File: src/hdl/cbwk_pkg.sv
// shared types and constants of the cycle breaking weight block
package cbwk_pkg;

    localparam int VERTEX_BITS = 10;
    localparam int IN_WEIGHT_BITS = 32;
    localparam int TOTAL_BITS = 44;

    typedef struct packed {
        logic load;
        logic scan_init;
        logic scan_run;
        logic mark;
        logic node_load_a;
        logic node_load_b;
        logic walk;
        logic save_a;
        logic save_b;
        logic add;
        logic merge_child;
        logic merge_root;
        logic finish;
        logic clear_run;
    } cmd_t;

    typedef struct packed {
        logic scan_done;
        logic best_vld;
        logic root_found;
        logic same_root;
        logic clear_last;
    } status_t;

endpackage

File: src/hdl/cbwk_ctrl.sv
// controller state machine of the cycle breaking weight block
module cbwk_ctrl
    import cbwk_pkg::*;
(
    input  logic    clk,
    input  logic    rst_n,
    input  logic    start,
    input  logic    last_edge,
    input  status_t status,
    output cmd_t    cmd,
    output logic    busy,
    output logic    done
);

    typedef enum logic [3:0] {
        S_CLEAR, S_IDLE, S_SCAN_INIT, S_SCAN, S_MARK, S_FA_RD, S_FA_CHK,
        S_FB_RD, S_FB_CHK, S_JOIN, S_MERGE2, S_RESULT
    } state_t;

    state_t state_reg, state_next;
    logic   done_reg;

    always_comb
    begin
        cmd = '0;
        state_next = state_reg;
        case (state_reg)
            S_CLEAR:
            begin
                cmd.clear_run = 1'b1;
                if (status.clear_last)
                    state_next = S_IDLE;
            end
            S_IDLE:
            begin
                if (start)
                begin
                    cmd.load = 1'b1;
                    if (last_edge)
                        state_next = S_SCAN_INIT;
                end
            end
            S_SCAN_INIT:
            begin
                cmd.scan_init = 1'b1;
                state_next = S_SCAN;
            end
            S_SCAN:
            begin
                cmd.scan_run = 1'b1;
                if (status.scan_done)
                    state_next = status.best_vld ? S_MARK : S_RESULT;
            end
            S_MARK:
            begin
                cmd.mark = 1'b1;
                cmd.node_load_a = 1'b1;
                state_next = S_FA_RD;
            end
            S_FA_RD: state_next = S_FA_CHK;
            S_FA_CHK:
            begin
                if (status.root_found)
                begin
                    cmd.save_a = 1'b1;
                    cmd.node_load_b = 1'b1;
                    state_next = S_FB_RD;
                end
                else
                begin
                    cmd.walk = 1'b1;
                    state_next = S_FA_RD;
                end
            end
            S_FB_RD: state_next = S_FB_CHK;
            S_FB_CHK:
            begin
                if (status.root_found)
                begin
                    cmd.save_b = 1'b1;
                    state_next = S_JOIN;
                end
                else
                begin
                    cmd.walk = 1'b1;
                    state_next = S_FB_RD;
                end
            end
            S_JOIN:
            begin
                if (status.same_root)
                begin
                    cmd.add = 1'b1;
                    state_next = S_SCAN_INIT;
                end
                else
                begin
                    cmd.merge_child = 1'b1;
                    state_next = S_MERGE2;
                end
            end
            S_MERGE2:
            begin
                cmd.merge_root = 1'b1;
                state_next = S_SCAN_INIT;
            end
            S_RESULT:
            begin
                cmd.finish = 1'b1;
                state_next = S_CLEAR;
            end
            default: state_next = S_CLEAR;
        endcase
    end

    always_ff @(posedge clk or negedge rst_n)
    begin
        if (!rst_n)
        begin
            state_reg <= S_CLEAR;
            done_reg <= 1'b0;
        end
        else
        begin
            state_reg <= state_next;
            done_reg <= (state_reg == S_RESULT);
        end
    end

    assign busy = (state_reg != S_IDLE);
    assign done = done_reg;

endmodule

File: config.mk
export PLATFORM = sky130hd
export DESIGN_NAME = cbwk_ctrl
export DESIGN_NICKNAME = d
export VERILOG_FILES = /design/src/hdl/cbwk_pkg.sv /design/src/hdl/cbwk_ctrl.sv
export SDC_FILE = /design/constraint.sdc
export NUM_CORES = 1
export LEC_CHECK = 0
export ABC_AREA = 1
export BUFFER_PORTS_ARGS = -buffer_cell sky130_fd_sc_hd__buf_2
export CAP_MARGIN = 5
export CORE_MARGIN = 3
export CORE_UTILIZATION = 30
export CTS_CLUSTER_SIZE = 28
export DETAILED_ROUTE_END_ITERATION = 16
export HOLD_SLACK_MARGIN = 0.15
export SLEW_MARGIN = 20
export SYNTH_ARGS = -nofsm -noshare
export SYNTH_HDL_FRONTEND = slang
export SYNTH_SLANG_ARGS = --single-unit
File: constraint.sdc
create_clock -name clk -period 3.5 [get_ports clk]
set_input_delay 0.525 -clock clk [delete_from_list [all_inputs] [get_ports clk]]
set_output_delay 0.525 -clock clk [all_outputs]
set_load 0.01 [all_outputs]
==> metrics.csv, run 1 <==
metric,value,unit
status,"complete, no violations",
crit_arrival,1.29,ns
max_freq,550,MHz
ys_seq_area_share,25.3,%
synth.most_common_cell,nor2_1,
gp_congestion,0.825,
cp.buffers_inverters,2,
vias,566,
clock_skew,0.00539,ns
synth_top_area_share,25.3,%
timing.slew.headroom,80.2,%
syn-cell-area,495,sq um
port_buffers,24,
fin_crit_sh,52.0,%
synth.largest_area_cell,dfrtp_1,
cp.required,2.97,ns
crit_family,flip-flops,
synth_fp_nets,92,
num-nets-final,119,
netlist_instances,83,
cp_slowest_stage_delay,0.44,ns
ys_types,17,
p_per_area,855,nW/um^2
critPathLaunchType,flop,
tightestPinTransition,0.297,ns
drt_first_iter_violations,16,
vias_per_cell,4.53,
antenna_found_initial,0,
netlist_top_cells_area,"dfrtp_1 (25%), nor2_1 (16%), nand2_1 (12%)",
root_buffer,clkbuf_4,
clk_latency,0.25,ns
grt_overflow,0,
slowest_stage,dfrtp_1,
p_leak,0.436,nW
final_antenna_net_count,0,
cts.clk_slew.worst_paths,0.05,ns
final_util,42.8,%
grtUsageTotal,11.3,%
grt_max_degree,9,
h-tree-depth,1,
grt_pass1_wl,1730,um
synth_area_per_cell,5.97,sq um
cp_common_cell,nor2_1,
cp-end-kind,output pin,
slew_viol_final,0,
tns,0,ns
largest_reg_flops,4,
hold_viol_final,0,
start_util,32.5,%
synth_seq_cells,5,
worstPathMaxFanout,5,
ctsResizeCount,0,
numCtsBuffers,3,
critPathKind,flop to output pin,
cts_tree,built,
ioPinCount,25,
min_period,1.82,ns
areaGrowthSynthToFinish,31.6,%
clock_sinks,5,
ys.flop_type,dfrtp_1,
die_y,46.6,um
wire_per_inst,9.61,um
cts_buffer_depth,2,
wirelength,1200,um
grt_pass1_vias,431,
vdd_drop_max,0.394,mV
dpl.hpwl,1020,um
cp_cell_sequence,inv_2 -> nand2_2 -> nor2_2 -> nor2_1 -> nor2_1 -> buf_2,
drc,0,
yosys_warnings,0,
first_pass_iters,4,
async_reset_ff_share,100,%
synth_edf_count,0,
drv_cap,0,
hold_class,input port to flop,
rows,14,
n_antenna_cell,0,
core,1520,sq um
final_layout_size_suffix_gt1_share,41.3,%
synthTopCellsByCount,"nor2_1 (21), nand2_1 (16), inv_1 (11)",
finalSetupViolCount,0,
rsz0062_at_grt,no,
dieArea,2180,sq um
die_w,46.6,um
## layer usage
layer	global-route usage [%]	up-vias	routed length [um]
met1	14.2	247	544
li1	-	296	-
met4	3.31	0	11
met2	18.4	21	562
met3	3.52	2	82
met5	0	-	0
## stage by stage
step | cells | hold slack (ns) | cell area, sq um | worst slack, ns | total power [mW]
after global placement | 120 | 0.342 | 616 | 1.94 | 0.483
after global routing | 125 | 0.625 | 652 | 1.60 | 0.606
final | 125 | 0.583 | 652 | 1.68 | 0.557
after CTS | 125 | 0.588 | 652 | 1.67 | 0.560
after floorplan | 83 | 0.229 | 495 | 1.94 | 0.394
after detailed placement | 120 | 0.342 | 616 | 1.93 | 0.488
## cell families (layout without fill, tap and decap cells)
kind of cell,Yosys count,after routing,synth area share (%)
buf+inv,20,46,16.9
simple gates,54,54,52.3
compound gates,4,4,5.56
flops,5,5,25.3
## path summary, 6_finish.rpt
| kind | depth (start not counted) | endpoint | from | slack [ns] |
|---|---|---|---|---|
| worst max-delay path | 6 | cmd[7] | state_reg[2] | 1.68 |
| worst min-delay path | 4 | state_reg[1] | status[4] | 0.58 |
| worst max register to register | 6 | state_reg[0] | state_reg[3] | 2.25 |
| worst min register to register | 2 | done | state_reg[1] | 0.69 |
| max in group asynchronous | 2 | state_reg[2] | rst_n | 2.76 |
| min in group asynchronous | 2 | state_reg[1] | rst_n | 0.61 |
## power by group
group          leakage (nW)  switching [mW]  internal, mW
combinational         0.357           0.233         0.131
clock                0.0150          0.0249        0.0432
sequential           0.0646          0.0438        0.0815
## cells in the final DEF (no fill, tap or decap), drive strengths merged
| cell | n |
|---|---|
| buf | 24 |
| nand3 | 5 |
| clkbuf | 4 |
| nand2 | 20 |
| nor3 | 1 |
| o21ai | 4 |
| dlygate4sd3 | 1 |
| nand4 | 2 |
| nor2 | 25 |
| inv | 17 |
| dfrtp | 5 |
| nand3b | 1 |
## cell type report
class                      instances  area, sq um
fill                             169          872
multi-input combinational         58          287
timing repair buffer              25          130
sequential                         5          125
inverter                          17         63.8
clock buffer                       4         26.3
tap                               16         20.0
## what timing repair did
action / CTS / global route
hold buffers: 1 / 0
setup buffers: 0 / 0
endpoints found under the hold margin: 5 / 0
## worst register-to-register path: stages, from the launching register on
cell     delay (ns)
dfrtp_1        0.46
nor2_4         0.22
nand3_2        0.11
nor2_2         0.14
nor2_4         0.07
nand2_1        0.06
nand2_1        0.06
Note: power is estimated with default switching activity, not from simulation.
==> inputs of run 2 (changes only) <==
==> constraint.sdc (replaced) <==
create_clock -name clk -period 1.7 [get_ports clk]
set_input_delay 0.255 -clock clk [delete_from_list [all_inputs] [get_ports clk]]
set_output_delay 0.255 -clock clk [all_outputs]
set_load 0.01 [all_outputs]
==> run 2 against run 1 <==
  * Wire length up 2.3%
  * Core utilization unchanged
  * Via count up 1.6%
  * Total power up 100%
  * Non-clock buffer count unchanged
  * Clock power up 110%
  * Sequential cell count unchanged
  * Critical path depth unchanged
  * First-iteration DRC count up 6.3%
==> metrics.csv, run 2 (synthesis gave the netlist of run 1 again) <==
metric,value,unit
cp_common_cell,nor2_1,
vias_per_cell,4.60,
cts.clk_slew.worst_paths,0.05,ns
final_common_cell,buf_2,
grt_max_degree,9,
final_antenna_net_count,0,
hold_class,input port to flop,
cts_tree,built,
vdd_drop_max,0.776,mV
final_cell_mix,"buf_2 (24), nor2_1 (21), nand2_1 (16)",
ctsResizeCount,0,
hold_slack,0.307,ns
hold_viol_final,0,
cts_buffer_depth,2,
n_antenna_cell,0,
dpl.hpwl,1030,um
core,1520,sq um
critPathLaunchType,flop,
timing.rr.end,state_reg[1],
min_to,state_reg[1],
grt_pass1_wl,1950,um
rows,14,
p_leak,0.436,nW
dpl_cell_area,616,sq um
num-nets-final,119,
tns,0,ns
min_period,1.57,ns
numCtsBuffers,3,
p_per_area,1750,nW/um^2
crit_arrival,1.31,ns
die_y,46.6,um
cp_cell_sequence,inv_2 -> nand2_2 -> nor2_2 -> nor2_1 -> nor2_1 -> buf_2,
start_util,32.5,%
drt_first_iter_violations,17,
fillers,168,
dieArea,2180,sq um
grtUsageTotal,12.8,%
preCtsSetupSlack,0.389,ns
clockPowerShare,12.4,%
clock_sinks,5,
wirelength,1230,um
final_layout_size_suffix_gt1_share,41.3,%
switching_power,614,uW
critPathKind,flop to output pin,
wire_per_inst,9.83,um
h-tree-depth,1,
comb_power_share,65.2,%
drc,0,
power.internal,526,uW
hold_path_startpoint,status[4],
first_pass_iters,4,
ff2ff_setup_slack,0.46,ns
drv_cap,0,
stdcell_area,652,sq um
worst_slack,0.132,ns
gp_congestion,0.829,
areaGrowthSynthToFinish,31.6,%
largest_reg_flops,4,
hold_depth,4,
rsz0062_at_grt,no,
max_freq,638,MHz
die_w,46.6,um
port_buffers,24,
clk_latency,0.25,ns
tightestPinTransition,0.283,ns
finalSetupViolCount,0,
cp.required,1.44,ns
slew_viol_final,0,
clock_skew,0.00484,ns
slowest_stage,dfrtp_1,
reg2reg_depth,6,
root_buffer,clkbuf_4,
fin_crit_sh,92.2,%
swShare,53.8,%
vias,575,
cp-end-kind,output pin,
cp_slowest_stage_delay,0.44,ns
status,"complete, no violations",
ioPinCount,25,
timing.slew.headroom,81.1,%
seqPwrFrac,22.4,%
grt_pass1_vias,461,
grt_overflow,0,
worstPathMaxFanout,5,
antenna_found_initial,0,
reg2reg_from,state_reg[3],
[run 2: power groups by stage]
stage               Combinational [mW]  Sequential, mW  Clock, mW
floorplan                        0.591           0.221          0
global placement                 0.744           0.251          0
detailed placement               0.745           0.255          0
CTS                              0.748           0.254      0.146
global route                     0.848           0.266      0.159
finish                           0.744           0.255      0.141
[run 2: metrics by stage]
stage          instances  utilization [%]  power [mW]
3_5_place_dp         120             40.4        1.00
2_1_floorplan         83                -       0.812
6_report             125             42.8        1.14
4_1_cts              125             42.8        1.15
3_3_place_gp         120             40.4       0.994
5_1_grt              125             42.8        1.27
[run 2: area by class of cell]
type / instances / area, sq um / share of cell area [%]
clock buffers: 4 / 26.3 / 4.03
well taps: 16 / 20.0 / 3.07
repair buffers: 25 / 130 / 20.0
multi-input cells: 58 / 287 / 44.0
flip-flops and latches: 5 / 125 / 19.2
inverters: 17 / 63.8 / 9.79
[run 2: what timing repair did]
| action | in CTS | in global routing |
|---|---|---|
| endpoints found under the setup margin | 0 | 0 |
| hold endpoints to repair | 5 | 0 |
| hold buffers | 1 | 0 |
| setup buffers | 0 | 0 |
[run 2: worst max path at each step]
stage / endpoint / start / slack [ns]
6_report: cmd[7] / state_reg[2] / 0.13
4_1_cts: cmd[7] / state_reg[2] / 0.12
3_5_place_dp: cmd[7] / state_reg[2] / 0.39
2_1_floorplan: cmd[10] / state_reg[0] / 0.41
3_3_place_gp: cmd[7] / state_reg[2] / 0.40
5_1_grt: cmd[7] / state_reg[2] / 0.03
[run 2: routing by layer]
layer	global-route usage [%]	wire length (um)	vias up
met3	3.52	122	3
li1	-	-	298
met4	4.97	18	0
met1	17.1	512	247
met5	0	0	-
met2	19.2	576	27
[run 2: worst max-delay path: cells and delay by family, from the launching register on]
family | cells | cell delay (ns)
DFF | 1 | 0.44
buffers and inverters | 2 | 0.25
and+or+nand+nor | 4 | 0.38
==> inputs of run 3 (changes only) <==
--- a/config.mk
+++ b/config.mk
@@ -8,11 +8,12 @@
 export ABC_AREA = 1
 export BUFFER_PORTS_ARGS = -buffer_cell sky130_fd_sc_hd__buf_2
 export CAP_MARGIN = 5
-export CORE_MARGIN = 3
+export CORE_MARGIN = 2
 export CORE_UTILIZATION = 30
 export CTS_CLUSTER_SIZE = 28
 export DETAILED_ROUTE_END_ITERATION = 16
 export HOLD_SLACK_MARGIN = 0.15
+export PLACE_DENSITY_LB_ADDON = 0.05
 export SLEW_MARGIN = 20
 export SYNTH_ARGS = -nofsm -noshare
 export SYNTH_HDL_FRONTEND = slang
==> run 3 against run 2 <==
  * Register-to-register slack about the same
  * Clock power down 5%
  * Clock skew down 0.0032 ns
  * Core utilization unchanged
  * Global-route usage up 0.75 points
  * Non-clock buffer count unchanged
  * Largest cell class unchanged
  * Maximum frequency up 1.3%
  * Total power down 1.0%
  * Die area down 8.4%
  * Hold slack better by 0.014 ns
  * Cell count unchanged
  * Sequential share of layout area unchanged
==> metrics.csv, run 3 (synthesis gave the netlist of run 1 again) <==
metric,value,unit
status,"complete, no violations",
dpl.hpwl,1010,um
final_antenna_net_count,0,
final_cells,125,
wl_met1,591,um
clk_latency,0.24,ns
fin_crit_sh,91.0,%
numCtsBuffers,3,
wl_met2,518,um
cp-end-kind,output pin,
cts_buffer_depth,2,
tightestPinTransition,0.283,ns
ctsResizeCount,0,
dieArea,1990,sq um
slew_viol_final,0,
cp.required,1.44,ns
antenna_found_initial,0,
first_pass_iters,4,
hold_depth,4,
final_util,42.8,%
cp_common_cell,nor2_1,
tns,0,ns
cp_cell_sequence,inv_2 -> nand2_2 -> nor2_2 -> nor2_1 -> nor2_1 -> buf_2,
wirelength,1190,um
drc,0,
die_y,44.6,um
vias_per_cell,4.27,
timing.slew.headroom,81.1,%
slowest_stage,dfrtp_1,
clock_skew,0.00163,ns
wire_per_inst,9.48,um
final_layout_size_suffix_gt1_share,41.3,%
critPathKind,flop to output pin,
final_cell_mix,"buf_2 (24), nor2_1 (21), nand2_1 (16)",
hold_class,input port to flop,
ioPinCount,25,
rows,14,
die_w,44.6,um
wl_met3,76,um
finalSetupViolCount,0,
hold_viol_final,0,
cp.buffers_inverters,2,
vias,534,
max_freq,646,MHz
grt_pass1_wl,2010,um
critPathLaunchType,flop,
cp_slowest_stage_delay,0.44,ns
crit_arrival,1.29,ns
p_per_area,1730,nW/um^2
num-nets-final,119,
min_period,1.55,ns
grt_max_degree,9,
grt_overflow,0,
n_antenna_cell,0,
clock_sinks,5,
path_depth,6,
p_leak,0.436,nW
core,1520,sq um
start_util,32.5,%
cts_tree,built,
topRoutingLayerUsed,met3,
drt_first_iter_violations,6,
ctsHoldBuffers,1,
cts_setup_buffers,0,
port_buffers,24,
placed_cells,120,
h-tree-depth,1,
vdd_drop_max,0.784,mV
worstPathMaxFanout,5,
drv_cap,0,
rsz0062_at_grt,no,
grt_pass1_vias,498,
cts.clk_slew.worst_paths,0.04,ns
largest_reg_flops,4,
areaGrowthSynthToFinish,31.6,%
final_common_cell,buf_2,
hold_slack,0.321,ns
root_buffer,clkbuf_4,
reg2reg_depth,6,
gp_congestion,0.825,
grtUsageTotal,13.5,%
crit_family,flip-flops,
==> run 3: cell counts in the layout (fill, tap and decap cells not counted) <==
No cell type changed its count.
==> run 3: area by class of cell <==
cell class	instances	area [sq um]
Clock buffer	4	26.3
Fill cell	182	872
Inverter	17	63.8
Multi-Input combinational cell	58	287
Sequential cell	5	125
Tap cell	16	20.0
Timing Repair Buffer	25	130
==> run 3: power breakdown <==
| group | total, mW | switching (mW) | internal, mW | leakage, nW |
|---|---|---|---|---|
| registers | 0.256 | 0.0876 | 0.168 | 0.0646 |
| logic | 0.739 | 0.469 | 0.269 | 0.357 |
| clock network | 0.134 | 0.0458 | 0.0886 | 0.0150 |
==> run 3: worst paths after layout <==
check | slack, ns | end | startpoint
max reg2reg | 0.46 | state_reg[1] | state_reg[3]
max | 0.15 | cmd[7] | state_reg[2]
min in group asynchronous | 0.36 | state_reg[2] | rst_n
min reg2reg | 0.66 | done | state_reg[1]
min | 0.32 | state_reg[1] | status[4]
max in group asynchronous | 1.21 | done | rst_n
==> run 3: metal layers <==
layer | vias to the layer above | track usage (%)
met2 | 16 | 20.3
met4 | 0 | 5.45
met5 | - | 0
met3 | 0 | 2.45
li1 | 301 | -
met1 | 217 | 18.9
==> run 3: stage by stage <==
step	power (mW)	worst slack [ns]	cell area [sq um]
3_3_place_gp	1.01	0.403	616
5_1_grt	1.27	0.00910	652
4_1_cts	1.15	0.129	652
6_report	1.13	0.152	652
3_5_place_dp	1.00	0.388	616
2_1_floorplan	0.812	0.412	495
==> run 3: worst reg2reg max path, stage by stage, from the launching register on <==
cell and delay (ns):
dfrtp_1 0.47, nor2_4 0.22, nand3_2 0.12, nor2_2 0.14
nor2_4 0.07, o21ai_2 0.05, nand2_1 0.06
